## src/rtl/mme_pkg.sv

```systemverilog
package mme_pkg;

    // Result kinds as seen on the output tuser
    localparam logic [1:0] KIND_MSG = 2'd0;
    localparam logic [1:0] KIND_EOT = 2'd1;
    localparam logic [1:0] KIND_ERR = 2'd2;

    // Request codes carried from the parser to the emitter
    localparam logic [1:0] REQ_MSG   = 2'd0;
    localparam logic [1:0] REQ_EOT   = 2'd1;
    localparam logic [1:0] REQ_ERR   = 2'd2;
    localparam logic [1:0] REQ_BURST = 2'd3;

    localparam int BURST_LEN = 16;
    localparam int Q_DEPTH   = 4;
    localparam int Q_AW      = 2;

    localparam logic [7:0] ST_CTRL     = 8'hb0;
    localparam logic [6:0] CC_VOLUME   = 7'd7;
    localparam logic [6:0] DATA_MAX    = 7'd127;
    localparam logic [7:0] ST_META     = 8'hff;
    localparam logic [6:0] META_EOT    = 7'h2f;
    localparam logic [1:0] LEN_THREE   = 2'd3;
    localparam logic [1:0] LEN_TWO     = 2'd2;

    typedef struct packed {
        logic [1:0]  code;
        logic        err_after;
        logic [7:0]  status;
        logic [6:0]  d1;
        logic [6:0]  d2;
        logic [1:0]  len;
        logic [31:0] delta;
    } req_t;

endpackage

```

## src/rtl/mme_front.sv

```systemverilog
module mme_front #(
    parameter int DELTA_WIDTH = 32
) (
    input  logic          clk,
    input  logic          rst_n,
    input  logic          in_fire,
    input  logic [7:0]    in_byte,
    input  logic          in_last,
    output logic          push,
    output mme_pkg::req_t push_req
);
    import mme_pkg::*;

    localparam logic [3:0] PH_MAGIC  = 4'd0;
    localparam logic [3:0] PH_HEADER = 4'd1;
    localparam logic [3:0] PH_INSTR  = 4'd2;
    localparam logic [3:0] PH_EVENT  = 4'd3;
    localparam logic [3:0] PH_OP1    = 4'd4;
    localparam logic [3:0] PH_OP2    = 4'd5;
    localparam logic [3:0] PH_SKIP   = 4'd6;
    localparam logic [3:0] PH_VLQ    = 4'd7;
    localparam logic [3:0] PH_DRAIN  = 4'd8;

    localparam logic [2:0] EV_RELEASE = 3'd0;
    localparam logic [2:0] EV_PLAY    = 3'd1;
    localparam logic [2:0] EV_BEND    = 3'd2;
    localparam logic [2:0] EV_MODE    = 3'd3;
    localparam logic [2:0] EV_CTRL    = 3'd4;
    localparam logic [2:0] EV_END     = 3'd6;
    localparam logic [2:0] EV_UNUSED  = 3'd7;

    localparam logic [7:0] ST_OFF  = 8'h80;
    localparam logic [7:0] ST_ON   = 8'h90;
    localparam logic [7:0] ST_BEND = 8'he0;
    localparam logic [7:0] ST_PROG = 8'hc0;
    localparam logic [6:0] VEL_DEFAULT = 7'd64;

    function automatic logic [7:0] magic_byte(input logic [1:0] idx);
        case (idx)
            2'd0:    magic_byte = 8'h4d;
            2'd1:    magic_byte = 8'h55;
            2'd2:    magic_byte = 8'h53;
            default: magic_byte = 8'h1a;
        endcase
    endfunction

    // Score channel 15 is percussion; 9..14 shift up by one
    function automatic logic [3:0] map_chan(input logic [3:0] c);
        case (c)
            4'd15:   map_chan = 4'd9;
            4'd9, 4'd10, 4'd11, 4'd12, 4'd13, 4'd14: map_chan = c + 4'd1;
            default: map_chan = c;
        endcase
    endfunction

    // {valid, controller number}
    function automatic logic [7:0] mode_cc(input logic [6:0] num);
        case (num)
            7'd10:   mode_cc = {1'b1, 7'd120};
            7'd11:   mode_cc = {1'b1, 7'd123};
            7'd12:   mode_cc = {1'b1, 7'd126};
            7'd13:   mode_cc = {1'b1, 7'd127};
            7'd14:   mode_cc = {1'b1, 7'd121};
            default: mode_cc = 8'd0;
        endcase
    endfunction

    function automatic logic [7:0] ctrl_cc(input logic [6:0] num);
        case (num)
            7'd1:    ctrl_cc = {1'b1, 7'd0};
            7'd2:    ctrl_cc = {1'b1, 7'd1};
            7'd3:    ctrl_cc = {1'b1, 7'd7};
            7'd4:    ctrl_cc = {1'b1, 7'd10};
            7'd5:    ctrl_cc = {1'b1, 7'd11};
            7'd6:    ctrl_cc = {1'b1, 7'd91};
            7'd7:    ctrl_cc = {1'b1, 7'd93};
            7'd8:    ctrl_cc = {1'b1, 7'd64};
            7'd9:    ctrl_cc = {1'b1, 7'd67};
            default: ctrl_cc = 8'd0;
        endcase
    endfunction

    // Upper half: 8192 + x*8191/127 = 8192 + 64x + floor(63x/127)
    function automatic logic [13:0] bend_value(input logic [7:0] b);
        logic [6:0] x;
        logic [5:0] f;
        x = b[6:0];
        if (x[0] || x == 7'd0)
            f = x[6:1];
        else
            f = x[6:1] - 6'd1;
        if (!b[7])
            bend_value = {1'b0, b[6:0], 6'd0};
        else
            bend_value = 14'd8192 + {1'b0, x, 6'd0} + {8'd0, f};
    endfunction

    logic [3:0]             phase_reg, phase_next;
    logic [16:0]            cnt_reg, cnt_next;
    logic [15:0]            icount_reg, icount_next;
    logic [2:0]             etype_reg, etype_next;
    logic [3:0]             echan_reg, echan_next;
    logic                   dfollow_reg, dfollow_next;
    logic [7:0]             op1_reg, op1_next;
    logic [DELTA_WIDTH-1:0] pend_reg, pend_next;
    logic [DELTA_WIDTH-1:0] incr_reg, incr_next;
    logic [2:0]             vcnt_reg, vcnt_next;
    logic [6:0]             vel_reg [BURST_LEN];

    logic        vel_we;
    logic        vel_clear;
    logic        produce;
    logic        done;
    logic        fail;
    logic        df;
    logic [2:0]  et;
    logic [7:0]  cc;
    logic [13:0] bend;
    logic [16:0] cnt_inc;
    req_t        req;

    always_comb
    begin
        phase_next   = phase_reg;
        cnt_next     = cnt_reg;
        icount_next  = icount_reg;
        etype_next   = etype_reg;
        echan_next   = echan_reg;
        dfollow_next = dfollow_reg;
        op1_next     = op1_reg;
        pend_next    = pend_reg;
        incr_next    = incr_reg;
        vcnt_next    = vcnt_reg;
        vel_we       = 1'b0;
        vel_clear    = 1'b0;
        produce      = 1'b0;
        done         = 1'b0;
        fail         = 1'b0;
        req          = '0;
        df           = in_byte[7];
        et           = in_byte[6:4];
        cc           = 8'd0;
        bend         = bend_value(in_byte);
        cnt_inc      = cnt_reg + 17'd1;

        case (phase_reg)
            PH_MAGIC:
            begin
                if (in_byte != magic_byte(cnt_reg[1:0]))
                    fail = 1'b1;
                else if (cnt_reg[1:0] == 2'd3)
                begin
                    phase_next = PH_HEADER;
                    cnt_next   = 17'd0;
                end
                else
                    cnt_next = 17'(cnt_reg[1:0]) + 17'd1;
            end
            PH_HEADER:
            begin
                if (cnt_reg == 17'd8)
                    icount_next = {icount_reg[15:8], in_byte};
                else if (cnt_reg == 17'd9)
                    icount_next = {in_byte, icount_reg[7:0]};
                if (cnt_reg >= 17'd11)
                begin
                    cnt_next = 17'd0;
                    if (icount_reg == 16'd0)
                    begin
                        phase_next = PH_EVENT;
                        if (!in_last)
                        begin
                            pend_next = '0;
                            vel_clear = 1'b1;
                            produce   = 1'b1;
                            req.code  = REQ_BURST;
                        end
                    end
                    else
                        phase_next = PH_INSTR;
                end
                else
                    cnt_next = cnt_inc;
            end
            PH_INSTR:
            begin
                cnt_next = cnt_inc;
                if (cnt_inc >= {icount_reg, 1'b0})
                begin
                    cnt_next   = 17'd0;
                    phase_next = PH_EVENT;
                    if (!in_last)
                    begin
                        pend_next = '0;
                        vel_clear = 1'b1;
                        produce   = 1'b1;
                        req.code  = REQ_BURST;
                    end
                end
            end
            PH_EVENT:
            begin
                dfollow_next = df;
                etype_next   = et;
                echan_next   = map_chan(in_byte[3:0]);
                if (et <= EV_CTRL)
                    phase_next = PH_OP1;
                else if (et == EV_UNUSED)
                    phase_next = PH_SKIP;
                else if (df)
                begin
                    phase_next = PH_VLQ;
                    incr_next  = '0;
                    vcnt_next  = 3'd0;
                end
                else if (et == EV_END)
                begin
                    produce    = 1'b1;
                    done       = 1'b1;
                    req.code   = REQ_EOT;
                    req.status = ST_META;
                    req.d1     = META_EOT;
                    req.len    = LEN_THREE;
                    req.delta  = 32'(pend_reg);
                end
            end
            PH_OP1, PH_OP2:
            begin
                req.code  = REQ_MSG;
                req.delta = 32'(pend_reg);
                req.len   = LEN_THREE;
                if (phase_reg == PH_OP1)
                begin
                    op1_next = in_byte;
                    case (etype_reg)
                        EV_RELEASE:
                        begin
                            produce    = 1'b1;
                            req.status = ST_OFF | {4'd0, echan_reg};
                            req.d1     = in_byte[6:0];
                            req.d2     = VEL_DEFAULT;
                        end
                        EV_PLAY:
                        begin
                            produce    = !in_byte[7];
                            req.status = ST_ON | {4'd0, echan_reg};
                            req.d1     = in_byte[6:0];
                            req.d2     = vel_reg[echan_reg];
                        end
                        EV_BEND:
                        begin
                            produce    = 1'b1;
                            req.status = ST_BEND | {4'd0, echan_reg};
                            req.d1     = bend[6:0];
                            req.d2     = bend[13:7];
                        end
                        EV_MODE:
                        begin
                            cc         = mode_cc(in_byte[6:0]);
                            produce    = cc[7];
                            req.status = ST_CTRL | {4'd0, echan_reg};
                            req.d1     = cc[6:0];
                        end
                        default:
                        begin
                        end
                    endcase
                end
                else if (etype_reg == EV_PLAY)
                begin
                    vel_we     = 1'b1;
                    produce    = 1'b1;
                    req.status = ST_ON | {4'd0, echan_reg};
                    req.d1     = op1_reg[6:0];
                    req.d2     = in_byte[6:0];
                end
                else if (op1_reg[6:0] == 7'd0)
                begin
                    produce    = 1'b1;
                    req.status = ST_PROG | {4'd0, echan_reg};
                    req.d1     = in_byte[6:0];
                    req.len    = LEN_TWO;
                end
                else
                begin
                    cc         = ctrl_cc(op1_reg[6:0]);
                    produce    = cc[7];
                    req.status = ST_CTRL | {4'd0, echan_reg};
                    req.d1     = cc[6:0];
                    req.d2     = in_byte[6:0];
                end
                if (produce)
                    pend_next = '0;
                // operand 2 still to come for controller or velocity note
                if (phase_reg == PH_OP1 &&
                    (etype_reg == EV_CTRL || (etype_reg == EV_PLAY && in_byte[7])))
                    phase_next = PH_OP2;
                else if (dfollow_reg)
                begin
                    phase_next = PH_VLQ;
                    incr_next  = '0;
                    vcnt_next  = 3'd0;
                end
                else
                    phase_next = PH_EVENT;
            end
            PH_SKIP:
            begin
                if (dfollow_reg)
                begin
                    phase_next = PH_VLQ;
                    incr_next  = '0;
                    vcnt_next  = 3'd0;
                end
                else
                    phase_next = PH_EVENT;
            end
            PH_VLQ:
            begin
                incr_next = DELTA_WIDTH'({incr_reg, in_byte[6:0]});
                vcnt_next = vcnt_reg + 3'd1;
                if (!in_byte[7])
                begin
                    pend_next  = pend_reg + incr_next;
                    phase_next = PH_EVENT;
                    if (etype_reg == EV_END)
                    begin
                        produce    = 1'b1;
                        done       = 1'b1;
                        req.code   = REQ_EOT;
                        req.status = ST_META;
                        req.d1     = META_EOT;
                        req.len    = LEN_THREE;
                        req.delta  = 32'(pend_next);
                    end
                end
                else if (vcnt_next >= 3'd4)
                    fail = 1'b1;
            end
            default:
            begin
            end
        endcase

        if (fail || (in_last && !done && phase_next <= PH_VLQ))
        begin
            // append the error; it takes the whole request when nothing else was made
            if (produce)
                req.err_after = 1'b1;
            else
                req = '{code: REQ_ERR, default: '0};
            produce    = 1'b1;
            phase_next = in_last ? PH_MAGIC : PH_DRAIN;
            cnt_next   = 17'd0;
        end
        else if (done || in_last)
        begin
            phase_next = in_last ? PH_MAGIC : PH_DRAIN;
            cnt_next   = 17'd0;
        end
        else if (phase_next > PH_DRAIN)
            phase_next = PH_DRAIN;
    end

    assign push     = in_fire && produce;
    assign push_req = req;

    always_ff @(posedge clk or negedge rst_n)
    begin
        if (!rst_n)
        begin
            phase_reg   <= PH_MAGIC;
            cnt_reg     <= '0;
            icount_reg  <= '0;
            etype_reg   <= '0;
            echan_reg   <= '0;
            dfollow_reg <= 1'b0;
            op1_reg     <= '0;
            pend_reg    <= '0;
            incr_reg    <= '0;
            vcnt_reg    <= '0;
            for (int i = 0; i < BURST_LEN; i++)
                vel_reg[i] <= VEL_DEFAULT;
        end
        else if (in_fire)
        begin
            phase_reg   <= phase_next;
            cnt_reg     <= cnt_next;
            icount_reg  <= icount_next;
            etype_reg   <= etype_next;
            echan_reg   <= echan_next;
            dfollow_reg <= dfollow_next;
            op1_reg     <= op1_next;
            pend_reg    <= pend_next;
            incr_reg    <= incr_next;
            vcnt_reg    <= vcnt_next;
            if (vel_clear)
            begin
                for (int i = 0; i < BURST_LEN; i++)
                    vel_reg[i] <= VEL_DEFAULT;
            end
            else if (vel_we)
                vel_reg[echan_reg] <= in_byte[6:0];
        end
    end

endmodule

```

## src/rtl/mme_queue.sv

```systemverilog
module mme_queue (
    input  logic          clk,
    input  logic          rst_n,
    input  logic          push,
    input  mme_pkg::req_t push_req,
    output logic          full,
    input  logic          pop,
    output logic          head_valid,
    output mme_pkg::req_t head_req
);
    import mme_pkg::*;

    req_t          slot_reg [Q_DEPTH];
    logic [Q_AW-1:0] wr_ptr_reg;
    logic [Q_AW-1:0] rd_ptr_reg;
    logic [Q_AW:0]   count_reg;

    assign full       = (count_reg == (Q_AW+1)'(Q_DEPTH));
    assign head_valid = (count_reg != '0);
    assign head_req   = slot_reg[rd_ptr_reg];

    always_ff @(posedge clk)
    begin
        if (push)
            slot_reg[wr_ptr_reg] <= push_req;
    end

    always_ff @(posedge clk or negedge rst_n)
    begin
        if (!rst_n)
        begin
            wr_ptr_reg <= '0;
            rd_ptr_reg <= '0;
            count_reg  <= '0;
        end
        else
        begin
            if (push)
                wr_ptr_reg <= wr_ptr_reg + 1'b1;
            if (pop)
                rd_ptr_reg <= rd_ptr_reg + 1'b1;
            if (push && !pop)
                count_reg <= count_reg + 1'b1;
            else if (pop && !push)
                count_reg <= count_reg - 1'b1;
        end
    end

endmodule

```

## src/rtl/mme_back.sv

```systemverilog
module mme_back (
    input  logic          clk,
    input  logic          rst_n,
    input  logic          head_valid,
    input  mme_pkg::req_t head_req,
    output logic          pop,
    output logic          out_valid,
    input  logic          out_ready,
    output logic [1:0]    out_kind,
    output logic [7:0]    out_status,
    output logic [6:0]    out_d1,
    output logic [6:0]    out_d2,
    output logic [1:0]    out_len,
    output logic [31:0]   out_delta,
    output logic          out_last
);
    import mme_pkg::*;

    logic [3:0]  step_reg;
    logic        valid_reg;
    logic [1:0]  kind_reg;
    logic [7:0]  status_reg;
    logic [6:0]  d1_reg;
    logic [6:0]  d2_reg;
    logic [1:0]  len_reg;
    logic [31:0] delta_reg;
    logic        last_reg;

    logic        load;
    logic        is_last;
    logic        is_err;
    logic [1:0]  kind_next;
    logic [7:0]  status_next;
    logic [6:0]  d1_next;
    logic [6:0]  d2_next;
    logic [1:0]  len_next;
    logic [31:0] delta_next;

    assign load = head_valid && (!valid_reg || out_ready);
    assign pop  = load && is_last;

    always_comb
    begin
        is_err      = (head_req.code == REQ_ERR) || (step_reg != 4'd0);
        kind_next   = KIND_MSG;
        status_next = head_req.status;
        d1_next     = head_req.d1;
        d2_next     = head_req.d2;
        len_next    = head_req.len;
        delta_next  = head_req.delta;
        if (head_req.code == REQ_BURST)
        begin
            is_last     = (step_reg == 4'(BURST_LEN - 1));
            status_next = ST_CTRL | {4'd0, step_reg};
            d1_next     = CC_VOLUME;
            d2_next     = DATA_MAX;
            len_next    = LEN_THREE;
            delta_next  = '0;
        end
        else
        begin
            is_last = is_err || !head_req.err_after;
            if (is_err)
            begin
                kind_next   = KIND_ERR;
                status_next = '0;
                d1_next     = '0;
                d2_next     = '0;
                len_next    = '0;
                delta_next  = '0;
            end
            else if (head_req.code == REQ_EOT)
                kind_next = KIND_EOT;
        end
    end

    always_ff @(posedge clk)
    begin
        if (load)
        begin
            kind_reg   <= kind_next;
            status_reg <= status_next;
            d1_reg     <= d1_next;
            d2_reg     <= d2_next;
            len_reg    <= len_next;
            delta_reg  <= delta_next;
            last_reg   <= is_last;
        end
    end

    always_ff @(posedge clk or negedge rst_n)
    begin
        if (!rst_n)
        begin
            valid_reg <= 1'b0;
            step_reg  <= '0;
        end
        else
        begin
            if (load)
                valid_reg <= 1'b1;
            else if (out_ready)
                valid_reg <= 1'b0;
            if (load)
                step_reg <= is_last ? 4'd0 : step_reg + 4'd1;
        end
    end

    assign out_valid  = valid_reg;
    assign out_kind   = kind_reg;
    assign out_status = status_reg;
    assign out_d1     = d1_reg;
    assign out_d2     = d2_reg;
    assign out_len    = len_reg;
    assign out_delta  = delta_reg;
    assign out_last   = last_reg;

endmodule

```

## src/rtl/mus_to_midi_event_converter_top.sv

```systemverilog
// Score-to-MIDI event converter. Feed one byte of the score file per request on
// the slave side, with s_tlast on the final byte of the file. A parser stage
// classifies the byte and posts at most one request into a four-entry queue; an
// emitter drains the queue at one result per cycle into the output register
// while m_tready does not stall it. Most bytes yield zero or one result (two
// when a message is followed by a format error), so the stream sustains one
// byte per cycle while the queue is not full; the byte that finishes the
// instrument list yields sixteen volume results, and the parser keeps accepting
// until the queue fills. m_tuser carries the result kind (message, end of track,
// format error) and m_tlast marks the last result of a byte. DELTA_WIDTH sets
// the width of the delta accumulator; m_tdata shows its low 32 bits.
module mus_to_midi_event_converter_top #(
    parameter int DELTA_WIDTH = 32
) (
    input  logic        clk,
    input  logic        rst_n,
    input  logic        s_tvalid,
    output logic        s_tready,
    input  logic [7:0]  s_tdata,   // [7:0] file_byte
    input  logic        s_tlast,   // end_of_data
    output logic        m_tvalid,
    input  logic        m_tready,
    output logic [55:0] m_tdata,   // [7:0] status_byte, [14:8] first_data,
                                   // [21:15] second_data, [23:22] message_length,
                                   // [55:24] delta_ticks
    output logic [1:0]  m_tuser,   // [1:0] result_kind
    output logic        m_tlast    // last_of_run
);
    import mme_pkg::*;

    logic        q_full;
    logic        push;
    req_t        push_req;
    logic        pop;
    logic        head_valid;
    req_t        head_req;
    logic [7:0]  status;
    logic [6:0]  d1;
    logic [6:0]  d2;
    logic [1:0]  len;
    logic [31:0] delta;

    assign s_tready = !q_full;

    mme_front #(
        .DELTA_WIDTH (DELTA_WIDTH)
    ) u_front (
        .clk      (clk),
        .rst_n    (rst_n),
        .in_fire  (s_tvalid && s_tready),
        .in_byte  (s_tdata),
        .in_last  (s_tlast),
        .push     (push),
        .push_req (push_req)
    );

    mme_queue u_queue (
        .clk        (clk),
        .rst_n      (rst_n),
        .push       (push),
        .push_req   (push_req),
        .full       (q_full),
        .pop        (pop),
        .head_valid (head_valid),
        .head_req   (head_req)
    );

    mme_back u_back (
        .clk        (clk),
        .rst_n      (rst_n),
        .head_valid (head_valid),
        .head_req   (head_req),
        .pop        (pop),
        .out_valid  (m_tvalid),
        .out_ready  (m_tready),
        .out_kind   (m_tuser),
        .out_status (status),
        .out_d1     (d1),
        .out_d2     (d2),
        .out_len    (len),
        .out_delta  (delta),
        .out_last   (m_tlast)
    );

    assign m_tdata = {delta, len, d2, d1, status};

endmodule

```

## config.mk

```make
export PLATFORM = sky130hd
export DESIGN_NAME = mus_to_midi_event_converter_top
export DESIGN_NICKNAME = d
export VERILOG_FILES = /design/src/rtl/mme_pkg.sv /design/src/rtl/mme_front.sv /design/src/rtl/mme_queue.sv /design/src/rtl/mme_back.sv /design/src/rtl/mus_to_midi_event_converter_top.sv
export SDC_FILE = /design/constraint.sdc
export NUM_CORES = 1
export LEC_CHECK = 0
export BUFFER_PORTS_ARGS = -buffer_cell sky130_fd_sc_hd__buf_2
export CAP_MARGIN = 30
export CORE_MARGIN = 2
export CORE_UTILIZATION = 63
export CTS_CLUSTER_DIAMETER = 60
export DETAILED_ROUTE_END_ITERATION = 8
export PLACE_DENSITY = 0.8
export REMOVE_ABC_BUFFERS = 1
export SLEW_MARGIN = 20
export SYNTH_ARGS = -nofsm -noshare
export SYNTH_HDL_FRONTEND = slang
export SYNTH_SLANG_ARGS = --single-unit
```

## constraint.sdc

```tcl
create_clock -name clk -period 5.7 [get_ports clk]
set_input_delay 0.285 -clock clk [delete_from_list [all_inputs] [get_ports clk]]
set_output_delay 0.285 -clock clk [all_outputs]
set_load 0.01 [all_outputs]
```

==> key figures, run 1 <==
Run status
  – Status: finished clean

Synthesis
  – Synth unique cells: 76
  – Synth top area cells: edfxtp_1, dfrtp_1, mux4_2, nand2_1, a22o_1
  – Register area share after synthesis: 0.587
  – Synth Instances: between 2000 and 2500
  – Async S/R FF share, synth: 0.444
  – Top cell type's share of synthesized area: 0.352
  – Post-synth top area cell: edfxtp_1
  – EDFF count, synth: 295
  – Most frequent cell after synthesis: edfxtp_1
  – Dominant synthesized flop cell: edfxtp_1
  – Synthesis Warnings: 0
  – Syn Area/Cell: 12.4 µm²
  – Top cells by count, synth: edfxtp_1, nand2_1, dfrtp_1
  – Synth Register Bits: between 500 and 600
  – Syn Std Cell Area: 25200 µm²

STA
  – Slew Limit Fails: 0
  – Period utilisation layout: 0.937
  – Post-layout minimum cycle time: 5.34 ns
  – Final Worst Setup Slack: 0.361 ns
  – Final setup vio count: 0
  – Setup tns final: 0 ns
  – Final hold viol count: 0
  – Max Clock Freq: 187 MHz
  – Rel. slew slack: 0.380
  – Unrepaired setup endpoints after global routing: no
  – Slew @ Worst Pin: 0.923 ns
  – Worst Skew: 0.0115 ns

Clocking
  – Worst-Skew Late Latency: roughly 0.6 ns
  – Clock sinks: 531
  – Clock root buffer: clkbuf_16
  – Post-cts resize count: 0
  – Max clock buf depth: 3
  – TritonCTS clock tree: built
  – Htree depth: 2
  – Total CTS buffers: 52
  – Clock transition at path regs: roughly 0.060 ns

GRT
  – Vias in the first global route: 16908
  – First-pass GRT wire length: 95.1 mm
  – Total gr overflow: 0
  – Initial antenna violation count: 0
  – Gr usage total: 0.293
  – Pin count of the biggest net entering global routing: 108

Job
  – Max_cap viols: 0

Critical path
  – Crit-path max FO: 18
  – Crit path launch: u_front.cnt_reg[0]
  – Flop2flop setup slack: 0.36 ns
  – Crit Reg-Reg Endpoint: u_queue.count_reg[2]
  – Worst path cell trace: ha_1 > and3_1 > and3_1 > nand3_1 > xnor2_1 > ha_1 > nand3_1 > nor3_1 > o31ai_1 > a31oi_1 > o221ai_1 > a211o_1 > nand2_1 > nor2_1 > a21oi_2 > ha_1 > inv_1 > fa_1 > xor2_1 > nor2_1 > xor2_1
  – Crit. End Element: flop
  – Startpoint types: flop
  – Reg2Reg Launch Point: u_front.cnt_reg[0]
  – Critical path data required time: 6.24 ns
  – Critical path capture point: u_queue.count_reg[2]
  – Arr. time, crit path: 5.87 ns
  – R2R cell count: 21
  – CP max stage cell: a211o_1
  – Crit path top cell by count: ha_1
  – CP peak stage delay: 0.55 ns
  – CP Class: reg2reg

Power and ir drop
  – PD cells: 379 nW/µm²
  – P_leak: between 0.01 and 0.015 µW
  – Peak VDD IR: 0.291 mV

Final layout
  – Final instance area: 27700 µm²
  – Max reg flops: 236
  – Final Non-Filler Cells: 2635
  – Fin nets: 2149
  – Antenna Cells: 0
  – Fillers: 2571
  – Share of cells above drive strength 1: 0.156
  – Area grow syn2layout: 10.3%
  – Final Core Density: 0.702

Route
  – Final ANT Viol Nets: 0
  – WL/cell: 22.6 µm
  – Vias: 17165
  – Drt total wl: 59.6 mm
  – DRT Pass-1 Iters: 6
  – Vias/cell: 6.51
  – Iter 0 DRT Violations: roughly 1900
  – Post-route DRC: 0

Die
  – DIE WIDTH: 204 µm
  – Starting Density: 0.636
  – Rows: 73
  – Ports: 74
  – Core region area: about 40000 µm²
  – Die area: 41600 µm²
  – Chip height: 204 µm

Worst hold path
  – Hold WC Path Type: in2reg

Place
  – DP Worst Slack: 0.506 ns
  – Post-detail-place hpwl: 36.5 mm
  – Post-placement cell count: 2533
  – Gpl congestion: 0.940
  – IO Port Bufs: 73
  – Placed cell areas: 26100 µm²
-- worst max-delay path: cells and delay by family (launching register included) --
kind / cells / cell delay [ns]
DFF: 1 / 0.46
xor gates and xnor gates: 3 / 0.48
and+or+nand+nor: 8 / 1.39
buffers and inverters: 1 / 0.07
AOI/OAI and AO/OA: 5 / 1.45
adders and majority gates: 4 / 1.40
-- worst min path at each step --
stage                     startpoint  cells past startpoint               endpoint  slack (ns)
after global placement         rst_n                      1     u_front.cnt_reg[7]        0.41
after detailed placement       rst_n                      1  u_front.icount_reg[4]        0.42
after floorplan                rst_n                      0       u_back.out_valid       -0.01
after CTS                 s_tdata[5]                      3  u_front.icount_reg[5]        0.02
final                     s_tdata[5]                      3  u_front.icount_reg[5]        0.04
after global routing      s_tdata[5]                      3  u_front.icount_reg[5]        0.04
-- metal layers --
metal  global-route usage  share of wire  vias up  wire, µm
li1                     -              -     7624         -
met1                0.432           0.42     8560     25000
met2                0.456           0.47      859     28100
met3               0.0507          0.086      122      5100
met4               0.0852          0.024        0      1420
met5                    0              0        -         0
-- power by group --
part	switching (µW)	internal (µW)	total, µW
Combinational	1370	966	2340
Clock	1500	1780	3280
Sequential	234	4670	4910
-- logic make-up (layout without fill, tap and decap cells) --
family | after synthesis | count (layout) | synth area share
flops | 531 | 531 | 0.587
buf+inv | 182 | 265 | 0.0287
compound gates | 484 | 484 | 0.130
mux | 105 | 105 | 0.0889
xor+xnor | 61 | 61 | 0.0212
fa+ha+maj | 67 | 67 | 0.0339
simple gates | 597 | 597 | 0.109
-- metrics by stage --
step	hold slack (ns)	total power, µW
4_1_cts	0.0236	10600
5_1_grt	0.0435	10900
6_report	0.0449	10500
3_5_place_dp	0.417	7240
3_3_place_gp	0.406	7130
2_1_floorplan	-0.0106	6460
-- cells in the final DEF (no fill, tap or decap), types with 33 or more instances in the layout --
| cell type | Yosys | layout |
|---|---|---|
| a21oi_1 | 87 | 87 |
| a22o_1 | 102 | 102 |
| and2_1 | 50 | 46 |
| buf_2 | 13 | 74 |
| clkbuf_16 | 0 | 52 |
| dfrtp_1 | 220 | 217 |
| edfxtp_1 | 295 | 295 |
| ha_1 | 65 | 65 |
| inv_1 | 55 | 54 |
| mux4_2 | 94 | 94 |
| nand2_1 | 260 | 260 |
| nand3_1 | 41 | 41 |
| nor2_1 | 124 | 124 |
| o21ai_0 | 118 | 118 |
| o31ai_1 | 36 | 36 |
| xnor2_1 | 33 | 33 |
-- timing repair --
item / 4_1_cts / 5_1_grt
hold endpoints to repair: 95 / 0
setup buffers: 0 / 0
hold buffers: 3 / 0
-- area by class of cell --
type,instances,area [µm²],area share
Clock inverter,30,239,0.00861
Multi-Input combinational cell,1314,9690,0.349
Timing Repair Buffer,115,781,0.0281
Clock buffer,65,1380,0.0497
Inverter,55,206,0.00744
Tap cell,525,657,0.0237
Sequential cell,531,14800,0.533
(Power assumes the default switching activity.)
==> run 2: changes to the inputs <==
CTS_CLUSTER_DIAMETER = default   (was 60)
RECOVER_POWER = 100   (was default)
==> run 2 against run 1 <==
Net effect:
- the run now ends with capacitance limit, slew limit left
- register-to-register slack better by 0.03 ns
- cell area decreased by 0.77%
- critical path type unchanged
- sequential share of layout area rose by 0.40 points
- largest cell class unchanged
- power down 0.26%
- sequential cell count unchanged
- first-iteration DRC count decreased by 3.3%
- maximum frequency up 0.64%
- clock-buffer cell count increased by 12
- global-route usage is essentially flat
- clock power is 2% higher
- worst setup slack better by 0.034 ns
- utilization shrank 0.54 points
==> key figures, run 2 (synthesis gave the netlist of run 1 again) <==
STA
  – Worst hold slack: 0.0512 ns
  – Max Clock Freq: about 190 MHz
  – Final setup vio count: 0
  – Slew @ Worst Pin: ~3.3 ns
  – Final hold viol count: 0
  – Worst Skew: 0.0232 ns
  – Unrepaired setup endpoints after global routing: no
  – Setup tns final: 0 ns
  – Period utilisation layout: 0.931
  – Rel. slew slack: -1.23
  – Final Worst Setup Slack: about 0.39 ns
  – Slew Limit Fails: 397
  – Post-layout minimum cycle time: between 5 and 6 ns

GRT
  – Vias in the first global route: between 15000 and 20000
  – Total gr overflow: 0
  – First-pass GRT wire length: 95.0 mm
  – Gr usage total: 0.294
  – Initial antenna violation count: 0
  – Pin count of the biggest net entering global routing: 108

Route
  – Post-route DRC: 0
  – Vias/cell: 6.51
  – Drt total wl: 59.8 mm
  – DRT Pass-1 Iters: 5
  – Iter 0 DRT Violations: 1848
  – Vias: 17175
  – WL/cell: 22.7 µm
  – Final ANT Viol Nets: 0

Power and ir drop
  – Peak VDD IR: 0.315 mV
  – PD cells: 381 nW/µm²
  – Total Power: 10500 µW
  – P_leak: 0.0110 µW

Final layout
  – Fin nets: roughly 2100
  – Most frequent cells in the layout: edfxtp_1, nand2_1, dfrtp_1, nor2_1, o21ai_0
  – Final instance area: about 28000 µm²
  – Fillers: 2651
  – Share of cells above drive strength 1: 0.115
  – Area grow syn2layout: 9.41%
  – Antenna Cells: 0
  – Leading cell type in the layout, fill and taps excluded: edfxtp_1
  – Max reg flops: between 200 and 250

Place
  – Gpl congestion: 0.940
  – Placed cell areas: 26100 µm²
  – Post-detail-place hpwl: 36.5 mm
  – IO Port Bufs: 73
  – DP Worst Slack: 0.506 ns

Worst hold path
  – Min-delay src: s_tdata[5]
  – Hold WC Path Type: in2reg
  – Worst hold path stage count: 3

Die
  – Core region area: 39500 µm²
  – Ports: 74
  – DIE WIDTH: 204 µm
  – Rows: 73
  – Die area: 41600 µm²
  – Chip height: 204 µm
  – Starting Density: 0.636

Clocking
  – Clock transition at path regs: 0.06 ns
  – Setup Fix Bufs, Post-CTS: 0
  – Htree depth: 2
  – Max clock buf depth: 3
  – Clock sinks: approximately 530
  – Clock root buffer: clkbuf_16
  – Total CTS buffers: 52
  – Worst-Skew Late Latency: about 0.61 ns
  – TritonCTS clock tree: built

Critical path
  – Crit. End Element: flop
  – CP Class: reg2reg
  – R2R cell count: 17
  – Reg2Reg Launch Point: u_front.cnt_reg[0]
  – Arr. time, crit path: 5.55 ns
  – Critical path data required time: about 5.9 ns
  – Crit path launch: u_front.cnt_reg[0]
  – Crit-path max FO: 50
  – Startpoint types: flop

Job
  – Max_cap viols: 6

Run status
  – Status: finished, violations left
  – Failing checks: capacitance limit, slew limit
run 2: path summary, 6_finish.rpt:
path                            slack (ns)                      end
worst max-delay path                  0.39  u_queue.slot_reg[2][19]
worst min-delay path                  0.05    u_front.icount_reg[5]
worst max register to register        0.39  u_queue.slot_reg[2][19]
worst min register to register        0.47      u_front.vel_reg[97]
max in group asynchronous             1.84     u_front.pend_reg[26]
min in group asynchronous             1.10      u_front.cnt_reg[11]
run 2: final cells by class:
class	count	area, µm²	area share
clock inverter	20	160	0.00582
inverter	55	206	0.00750
sequential	531	14800	0.537
tap	525	657	0.0239
timing repair buffer	115	591	0.0214
multi-input combinational	1314	9650	0.350
clock buffer	77	1490	0.0540
run 2: stage by stage:
| stage | std cells | utilization |
|---|---|---|
| after CTS | 2633 | 0.702 |
| after global routing | 2637 | 0.696 |
| after global placement | 2531 | 0.658 |
| final | 2637 | 0.696 |
| after floorplan | 1900 | - |
| after detailed placement | 2533 | 0.659 |
run 2: worst max-delay path, stage by stage (launching register included):
cell      delay (ns)
dfrtp_1         0.46
ha_1            0.39
and3_1          0.30
and3_1          0.25
nand3_1         0.11
xnor2_1         0.16
ha_1            0.31
nand3_1         0.09
nor3_1          0.19
o31ai_1         0.11
a31oi_1         0.25
o221ai_1        0.23
a211o_1         0.56
nand2_1         0.24
nor2_1          0.09
a21oi_2         0.30
and2_2          0.37
buf_6           0.47
run 2: where the power goes:
group	switching (µW)	internal (µW)	leakage, µW
clock	1470	1870	0.000812
sequential	242	4690	0.00596
combinational	1350	880	0.00424
total	3060	7430	0.0110
run 2: layer usage:
metal / vias up / global-route usage / routed length [µm]
met3: 132 / 0.0486 / 4620
met5: - / 0 / 0
met4: 0 / 0.0777 / 1310
li1: 7644 / - / -
met2: 806 / 0.467 / 28600
met1: 8593 / 0.427 / 25300
run 2: what timing repair did:
item	in CTS	in global routing
gates resized for setup	0	0
hold buffers	3	0
hold endpoints to repair	95	0
